File: src/design/opf_pkg.sv
// Types, constants and the small reciprocal table of the oil painting filter.
// No dependencies.
package opf_pkg;

    localparam int unsigned NUM_PIX = 9;
    localparam int unsigned CENTRE  = 4;

    typedef logic [7:0] t_chan;
    typedef logic [7:0] t_luma;
    typedef logic [3:0] t_count;

    typedef struct packed {
        t_chan red;
        t_chan green;
        t_chan blue;
    } t_rgb;

    // Luma weights scaled by 10000; the weighted sum fits in 22 bits.
    localparam int unsigned SUM_W = 22;
    localparam logic [SUM_W-1:0] W_RED   = 22'd2989;
    localparam logic [SUM_W-1:0] W_GREEN = 22'd5870;
    localparam logic [SUM_W-1:0] W_BLUE  = 22'd1140;

    // Division by 10000 as a multiply by ceil(2^36 / 10000), exact below 2^22.
    localparam int unsigned LUMA_SHIFT = 36;
    localparam int unsigned PROD_W     = 45;
    localparam logic [PROD_W-1:0] LUMA_RECIP = 45'd6871948;

    // Channel sums over nine pixels fit in 12 bits.
    localparam int unsigned CSUM_W    = 12;
    localparam int unsigned AVG_SHIFT = 16;
    localparam int unsigned RECIP_W   = 17;
    localparam int unsigned AVG_W     = CSUM_W + RECIP_W;

    typedef logic [CSUM_W-1:0]  t_csum;
    typedef logic [RECIP_W-1:0] t_recip;

    // ceil(2^16 / n) for a mode count of 1 to 9; exact for sums below 2^12.
    function automatic t_recip avg_recip(input t_count n);
        t_recip r;
        case (n)
            4'd1:    r = 17'd65536;
            4'd2:    r = 17'd32768;
            4'd3:    r = 17'd21846;
            4'd4:    r = 17'd16384;
            4'd5:    r = 17'd13108;
            4'd6:    r = 17'd10923;
            4'd7:    r = 17'd9363;
            4'd8:    r = 17'd8192;
            4'd9:    r = 17'd7282;
            default: r = 17'd65536;
        endcase
        return r;
    endfunction

endpackage

File: src/design/opf_luma.sv
// Two-stage luma unit: weighted sum, then division by 10000 by reciprocal.
// Depends on opf_pkg.
module opf_luma (
    input  logic          i_clk,
    input  opf_pkg::t_rgb i_pixel,
    output opf_pkg::t_luma o_luma
);
    import opf_pkg::*;

    logic [SUM_W-1:0]  n_sum;
    logic [SUM_W-1:0]  r_sum;
    logic [PROD_W-1:0] w_prod;
    t_luma             n_luma;
    t_luma             r_luma;

    // Weighted sum of the three channels.
    always_comb begin
        n_sum = SUM_W'(i_pixel.red)   * W_RED
              + SUM_W'(i_pixel.green) * W_GREEN
              + SUM_W'(i_pixel.blue)  * W_BLUE;
    end

    // Truncating division by 10000; the quotient never exceeds 254.
    assign w_prod = PROD_W'(r_sum) * LUMA_RECIP;
    assign n_luma = w_prod[LUMA_SHIFT+7:LUMA_SHIFT];

    always_ff @(posedge i_clk) begin
        r_sum  <= n_sum;
        r_luma <= n_luma;
    end

    assign o_luma = r_luma;

endmodule

File: config.mk
export PLATFORM = sky130hd
export DESIGN_NAME = opf_luma
export DESIGN_NICKNAME = d
export VERILOG_FILES = /design/src/design/opf_pkg.sv /design/src/design/opf_luma.sv
export SDC_FILE = /design/constraint.sdc
export NUM_CORES = 1
export LEC_CHECK = 0
export BUFFER_PORTS_ARGS = -buffer_cell sky130_fd_sc_hd__buf_4
export CORE_MARGIN = 10
export CORE_UTILIZATION = 45
export CTS_CLUSTER_DIAMETER = 30
export DETAILED_ROUTE_END_ITERATION = 10
export PLACE_DENSITY = 0.72
export SETUP_SLACK_MARGIN = 0.15
export SLEW_MARGIN = 0
export SYNTH_ARGS = -nofsm -noshare
export SYNTH_HDL_FRONTEND = slang
export SYNTH_SLANG_ARGS = --single-unit
File: constraint.sdc
create_clock -name i_clk -period 7.5 [get_ports i_clk]
set_input_delay 0.75 -clock i_clk [delete_from_list [all_inputs] [get_ports i_clk]]
set_output_delay 0.75 -clock i_clk [all_outputs]
set_load 0.02 [all_outputs]
* After elaboration in Yosys (flattened, before gate mapping)
Index checks and enable logic that the tools add are counted.
Cells by class: $add $sub $neg 2, multiply operators 4, div/mod/pow operators 0, magnitude comparators 0, equality and inequality tests 0, shift operators 0, mux-type cells 0, bitwise gates (word level) 0, reduce and logical (&&, ||, !) cells 0
Operators with widths (count):
- $mul A22 B21 Y42 const B | 1
- $mul A8 B12 Y20 const B | 2
- $add A20 B21 Y22 | 1
- $add A22 B19 Y22 | 1
- $mul A8 B9 Y17 const B | 1
Storage, ports and cells: flip-flop bits (word level) 30, bits in latches 0, bits in writable memories 0, ROM bits 0, input bits 25, output and inout bits 8, word-level logic and storage cells 8, memories 0

* Longest topological paths before layout
Gate-level depths: netlist of run 1.
depth in word-level cells 3, mapped depth 33, gate-level depth less buffers 33

* Least setup slack after synthesis of run 1
OpenSTA, ideal clock, no wires.
kind input to register, from in i_pixel[2] in the netlist's numbering, to reg r_sum[20], arrival time 7.529 ns, required time 7.428 ns, setup slack -0.101 ns, stages on the path 30, cell sequence inv_1 > fa_1 > inv_1 > ha_1 > inv_1 > fa_1 > fa_1 > inv_1 > ha_1 > nor2b_1 > o21ai_0 > a21boi_1 > o21a_1 > nor2_1 > xnor2_1 > ha_1 > fa_1 > inv_1 > fa_1 > inv_1 > fa_1 > fa_1 > ha_1 > a21o_1 > a21oi_4 > o31ai_2 > a2111oi_2 > o21bai_1 > a21oi_1 > xnor2_1
Between the ends: word-level cells in the longest chain between the ends 2
Ends and longest elaborated chain:
- start, declared | line opf_luma.sv:5 | input opf_pkg::t_rgb i_pixel,
- $mul A8 B9 Y17 | line opf_luma.sv:20 | + SUM_W'(i_pixel.blue) * W_BLUE;
- $add A22 B19 Y22 | line opf_luma.sv:20
- net n_sum[20] | line opf_luma.sv:10 | logic [SUM_W-1:0] n_sum;
- end signal, assigned | line opf_luma.sv:28 | r_sum <= n_sum;
- end, declared | line opf_luma.sv:11 | logic [SUM_W-1:0] r_sum;
The timed path passes the listed nets, and every way through them passes these cells.

* Worst setup path in the final report of run 1
Ends and elaborated chain as after synthesis.

==> results.json, run 1 <==
{
  "crit_fanout": 3,
  "wirelength_um": 31000,
  "vias": 9535,
  "max_slew_margin_pct": 63.3,
  "grt_pass1_wl_um": 52000,
  "synth-simple-area-share_pct": 3.64,
  "cts_sinks": 30,
  "io_buffers": 32,
  "synth_ff_type": "dfxtp_1",
  "utilization_pct": 49.7,
  "cts_hold_buf": 0,
  "globalRouteOverflowTotal": 0,
  "hp-class": "input pin to flop",
  "yosysTopAreaCell": "fa_1",
  "drv_cap": 0,
  "crit_top_cell": "fa_1",
  "ctsLongestPathBuffers": 2,
  "synth_top_area_share_pct": 40.0,
  "hold_viol": 0,
  "critPathKind": "input pin to flop",
  "cts_tree": "yes",
  "tightest_slew_ns": 0.547,
  "coreArea_sq_um": 30800,
  "yosys.area_share.xor_xnor_pct": 3.40,
  "drt_pass1_iterations": 5,
  "wl_per_cell_um": 16.5,
  "n_antenna_cell": 0,
  "place.gp.congestion": 0.928,
  "drtAntennaViolNets": 0,
  "area_growth_pct": 8.24,
  "required_ns": 7.72,
  "synth_edf_count": 0,
  "layout_worst_path_cycle_share_pct": 97.6,
  "synth_compound_area_share_pct": 6.80,
  "start_util_pct": 45.9,
  "drc": 0,
  "cp_slowest_cell": "fa_1",
  "grt_max_degree": 11,
  "die_x_um": 197,
  "syn-num-nets": 2059,
  "skew_ns": 0.00538,
  "fin_nets": 2122,
  "setup_viol": 0,
  "slew_violations": 0,
  "die_area_sq_um": 38900,
  "clock_latency_ns": 0.29,
  "pre_cts_ws_ns": -0.237,
  "routed_via_density": 5.07,
  "critPathCaptureType": "flop",
  "drive_gt1_share_pct": 6.59,
  "ios": 33,
  "clock.fmax_mhz": 137,
  "grt_use_total_pct": 16.7,
  "die_y_um": 197,
  "layout_setup_ws_ns": 0.179,
  "yosysSeqAreaShare_pct": 4.24,
  "status": "completed",
  "path_clk_slew_ns": 0.06,
  "tns_ns": 0,
  "synthesis.area_sq_um": 14100,
  "synth.area.top_cells": "fa_1 40%, ha_1 29%, inv_1 13%",
  "yosysWarnings": 0,
  "synth_top_family_by_area": "adder cells",
  "cts_buffers": 5,
  "synth_fa_ha_area_share_pct": 69.1,
  "syn-instance-count": 1422,
  "rsz0062_at_grt": "true",
  "place_hpwl_um": 28500,
  "fp-row-count": 64,
  "slowest_delay_ns": 0.54,
  "grt_pass1_vias": 10300,
  "root_buffer": "clkbuf_16",
  "htreeDepth": 2,
  "arrival_ns": 7.54,
  "synth.area.mux_share_pct": 0.0707,
  "async_flop_share_pct": 0,
  "drtIter0Drc": 559,
  "min_period_ns": 7.32,
  "synth-seq-cells": 30,
  "grt_antenna_before_repair": 0,
  "ys_types": 55,
  "critPathLaunchType": "input pin",
  "syn_area_per_cell_sq_um": 9.95
}
==> timing repair <==
| item | in CTS | in global routing |
|---|---|---|
| buffers inserted | 1 | 3 |
| resized for setup | 6 | 9 |
| pin swaps | 8 | 18 |
| endpoints found under the setup margin | 4 | 8 |
==> cell families (layout without fill, tap and decap cells) <==
group / after synthesis / after routing
AO/OA/AOI/OAI: 138 / 138
buffers and inverters: 479 / 543
AND/OR/NAND/NOR: 107 / 107
adder cells (fa/ha/maj): 612 / 612
flip-flops: 30 / 30
XOR/XNOR: 55 / 55
multiplexers: 1 / 1
==> cells in the mapped netlist, drive strengths merged, types with 10 or more instances <==
| cell type | count |
|---|---|
| a21o | 13 |
| ha | 329 |
| nor2 | 24 |
| inv | 479 |
| nand2 | 33 |
| dfxtp | 30 |
| xnor2 | 37 |
| fa | 283 |
| xor2 | 18 |
| a21oi | 52 |
| nor3 | 10 |
| o21ai | 24 |
==> cell type report <==
cell class | instances | area [sq um]
Timing Repair Buffer | 56 | 432
Fill cell | 2756 | 15500
Multi-Input combinational cell | 913 | 11800
Inverter | 479 | 1800
Clock inverter | 2 | 12.5
Clock buffer | 6 | 139
Tap cell | 396 | 495
Sequential cell | 30 | 601
==> per-stage QoR <==
step	hold slack (ns)	std cells	area, sq um
after floorplan	0.778	1422	14200
after global placement	0.976	1870	15100
after detailed placement	0.984	1870	15100
after CTS	0.683	1879	15300
after global routing	0.695	1882	15300
final	0.675	1882	15300
==> path summary, 6_finish.rpt <==
path          startpoint        end  slack (ns)  cells past startpoint
max           i_pixel[2]  r_sum[20]        0.18                     31
min          i_pixel[16]   r_sum[0]        0.68                      1
max reg2reg     r_sum[0]  o_luma[6]        1.12                     20
min reg2reg    r_sum[21]  o_luma[7]        1.28                      5
==> per-layer routing <==
metal,track usage [%],up-vias,share of wire (%)
met2,28.3,210,50
li1,-,4500,-
met1,22.4,4792,44
met5,0,-,0
met4,3.45,0,1.6
met3,2.23,33,4.5
==> cell usage in the layout (no fill, tap or decap), drive strengths merged, types with 4 or more instances in the layout <==
cell / count
inv: 479
ha: 329
fa: 283
buf: 56
a21oi: 52
xnor2: 37
nand2: 33
dfxtp: 30
nor2: 24
o21ai: 24
xor2: 18
a21o: 13
nor3: 10
nand3: 8
o21a: 8
o21bai: 7
nand4: 7
a211oi: 6
clkbuf: 6
nand2b: 5
nor2b: 5
o211ai: 4
==> flip-flops by register name, summed over array words and instances (netlist names) <==
register	flops
o_luma	8
r_sum	22
==> worst max-delay path: cells and delay by family <==
| kind | cells | cell delay (ns) |
|---|---|---|
| buffers and inverters | 7 | 0.33 |
| adder cells (fa/ha/maj) | 11 | 4.47 |
| AO/OA/AOI/OAI | 9 | 1.46 |
| AND/OR/NAND/NOR | 2 | 0.25 |
| XOR/XNOR | 2 | 0.27 |
Power of run 1 is not shown: default switching activity piles up to over one toggle a cycle in this logic, so the estimate is an artifact.
==> inputs of run 2 (changes only) <==
- ABC_AREA: unset -> 1
- BUFFER_PORTS_ARGS: -buffer_cell sky130_fd_sc_hd__buf_4 -> unset
- DONT_BUFFER_PORTS: unset -> 1
- PLACE_DENSITY: 0.72 -> 0.71
==> run 2 against run 1 <==
  * Hold slack worse by 0.19 ns
  * Area after synthesis up 10%
  * Non-clock buffer count down 56
  * Sequential share of layout area down 0.25 points
  * Register-to-register slack better by 0.69 ns
  * Maximum frequency up 5.1%
  * Final cell count up 25%
  * Global-route usage up 1.2 points
  * Count of clock-buffer cells in the layout unchanged
  * Sequential cell count unchanged
  * Die area up 9.4%
  * Highest routed layer unchanged
==> results.json, run 2 <==
{
  "grt_max_degree": 11,
  "largest_register_ffs": 22,
  "n_fill_cell": 3375,
  "vias": 11500,
  "clock_latency_ns": 0.30,
  "yosysSeqAreaShare_pct": 3.84,
  "cts_sinks": 30,
  "holdCritStartpoint": "i_pixel[16]",
  "syn_area_per_cell_sq_um": 8.29,
  "ios": 33,
  "min_to": "r_sum[0]",
  "drt_pass1_iterations": 5,
  "synth_ff_type": "dfxtp_1",
  "ctsLongestPathBuffers": 2,
  "synthTopCellsByCount": "592 x inv_1, 329 x ha_1, 310 x nand2_1",
  "crit_fanout": 4,
  "grt_antenna_before_repair": 0,
  "grt_use_total_pct": 18.0,
  "r2r_slack_ns": 1.81,
  "rsz0062_at_grt": "false",
  "routed_via_density": 4.92,
  "synth_top_area_share_pct": 36.3,
  "max_slew_margin_pct": 70.8,
  "area.sequential_sq_um": 601,
  "die_x_um": 206,
  "start_util_pct": 45.5,
  "yosysWarnings": 0,
  "path_clk_slew_ns": 0.06,
  "coreArea_sq_um": 34400,
  "holdPathStages": 0,
  "syn-instance-count": 1884,
  "synth_edf_count": 0,
  "synthesis.area_sq_um": 15600,
  "slowest_delay_ns": 0.54,
  "required_ns": 7.68,
  "die_y_um": 206,
  "fp-row-count": 68,
  "top_register": "r_sum",
  "skew_ns": 0.0139,
  "n_antenna_cell": 0,
  "wl_per_cell_um": 15.5,
  "htreeDepth": 2,
  "cts_resized": 0,
  "final_area_sq_um": 16300,
  "final_common_cell": "inv_1",
  "area_growth_pct": 4.61,
  "layout_worst_path_cycle_share_pct": 92.9,
  "clock.fmax_mhz": 144,
  "tightest_slew_ns": 0.438,
  "drc": 0,
  "drtAntennaViolNets": 0,
  "final_cell_mix": "592 x inv_1, 329 x ha_1, 310 x nand2_1",
  "globalRouteOverflowTotal": 0,
  "multiInputGateArea_sq_um": 12800,
  "critPathLaunchType": "input pin",
  "synth-seq-cells": 30,
  "grt_pass1_wl_um": 60700,
  "place_area_sq_um": 16200,
  "place_hpwl_um": 33500,
  "critPathCaptureType": "flop",
  "critPathKind": "input pin to flop",
  "syn-num-nets": 2521,
  "drive_gt1_share_pct": 1.48,
  "synth_most_common_cell": "inv_1",
  "hp-class": "input pin to flop",
  "r2r-end": "o_luma[2]",
  "grt_pass1_vias": 12300,
  "cts_tree": "yes",
  "ys_types": 28,
  "root_buffer": "clkbuf_16",
  "async_flop_share_pct": 0,
  "tns_ns": 0,
  "cts_buffers": 5,
  "slew_violations": 0,
  "cts_hold_buf": 0,
  "fin_nets": 2528,
  "min_period_ns": 6.97,
  "io_buffers": 0,
  "yosysTopAreaCell": "fa_1",
  "die_area_sq_um": 42600,
  "regToRegStartpoint": "r_sum[0]",
  "cts_setup_buffers": 0,
  "r2r_cells": 19,
  "arrival_ns": 7.14,
  "synth.area.top_cells": "fa_1 36%, ha_1 26%, inv_1 14%",
  "drtIter0Drc": 588,
  "status": "completed",
  "setup_viol": 0,
  "drv_cap": 0,
  "cp_slowest_cell": "fa_1",
  "place.gp.congestion": 0.987,
  "wirelength_um": 36400,
  "hold_viol": 0
}
## run 2: worst max path at each step
stage	startpoint	endpoint	slack, ns	depth (start not counted)
after CTS	i_pixel[2]	r_sum[17]	0.54	30
after global placement	i_pixel[2]	r_sum[17]	0.34	30
after detailed placement	i_pixel[2]	r_sum[17]	0.23	30
after global routing	i_pixel[2]	r_sum[18]	0.18	30
final	i_pixel[2]	r_sum[18]	0.53	30
after floorplan	i_pixel[2]	r_sum[17]	0.61	30
## run 2: metrics by stage
stage | std cells | setup WS, ns | hold WS, ns | utilization (%)
3_3_place_gp | 2339 | 0.335 | 0.780 | 47.1
4_1_cts | 2347 | 0.541 | 0.485 | 47.6
5_1_grt | 2347 | 0.184 | 0.482 | 47.6
6_report | 2347 | 0.534 | 0.489 | 47.6
3_5_place_dp | 2339 | 0.229 | 0.780 | 47.1
2_1_floorplan | 1884 | 0.607 | 0.778 | -
## run 2: critical path: cells and delay by family
kind	cells	cell delay, ns
AO/OA/AOI/OAI	4	0.62
XOR/XNOR	2	0.23
adder cells (fa/ha/maj)	11	4.61
buffers and inverters	8	0.42
AND/OR/NAND/NOR	5	0.53
## run 2: final cells by class
| type | instances | share of cell area [%] |
|---|---|---|
| multi-input cells | 1260 | 78.3 |
| clock inverters | 2 | 0.0765 |
| clock buffers | 6 | 0.850 |
| inverters | 594 | 13.6 |
| well taps | 455 | 3.48 |
| flip-flops and latches | 30 | 3.67 |
## run 2: per-layer routing
layer  vias up  GRT usage, %  part of all wire [%]
met4         0          3.15                   1.6
met5         -             0                     0
li1       5646             -                     -
met2       221          31.5                    50
met1      5635          23.1                    44
met3        39          2.73                   4.8
## run 2: kinds of logic after synthesis
group                      synth area share (%)
adders and majority gates                  62.6
buffers and inverters                      14.3
and+or+nand+nor                            12.9
AOI/OAI and AO/OA                          3.91
xor gates and xnor gates                   2.47
DFF                                        3.84
Power of run 2 is left out for the same reason.
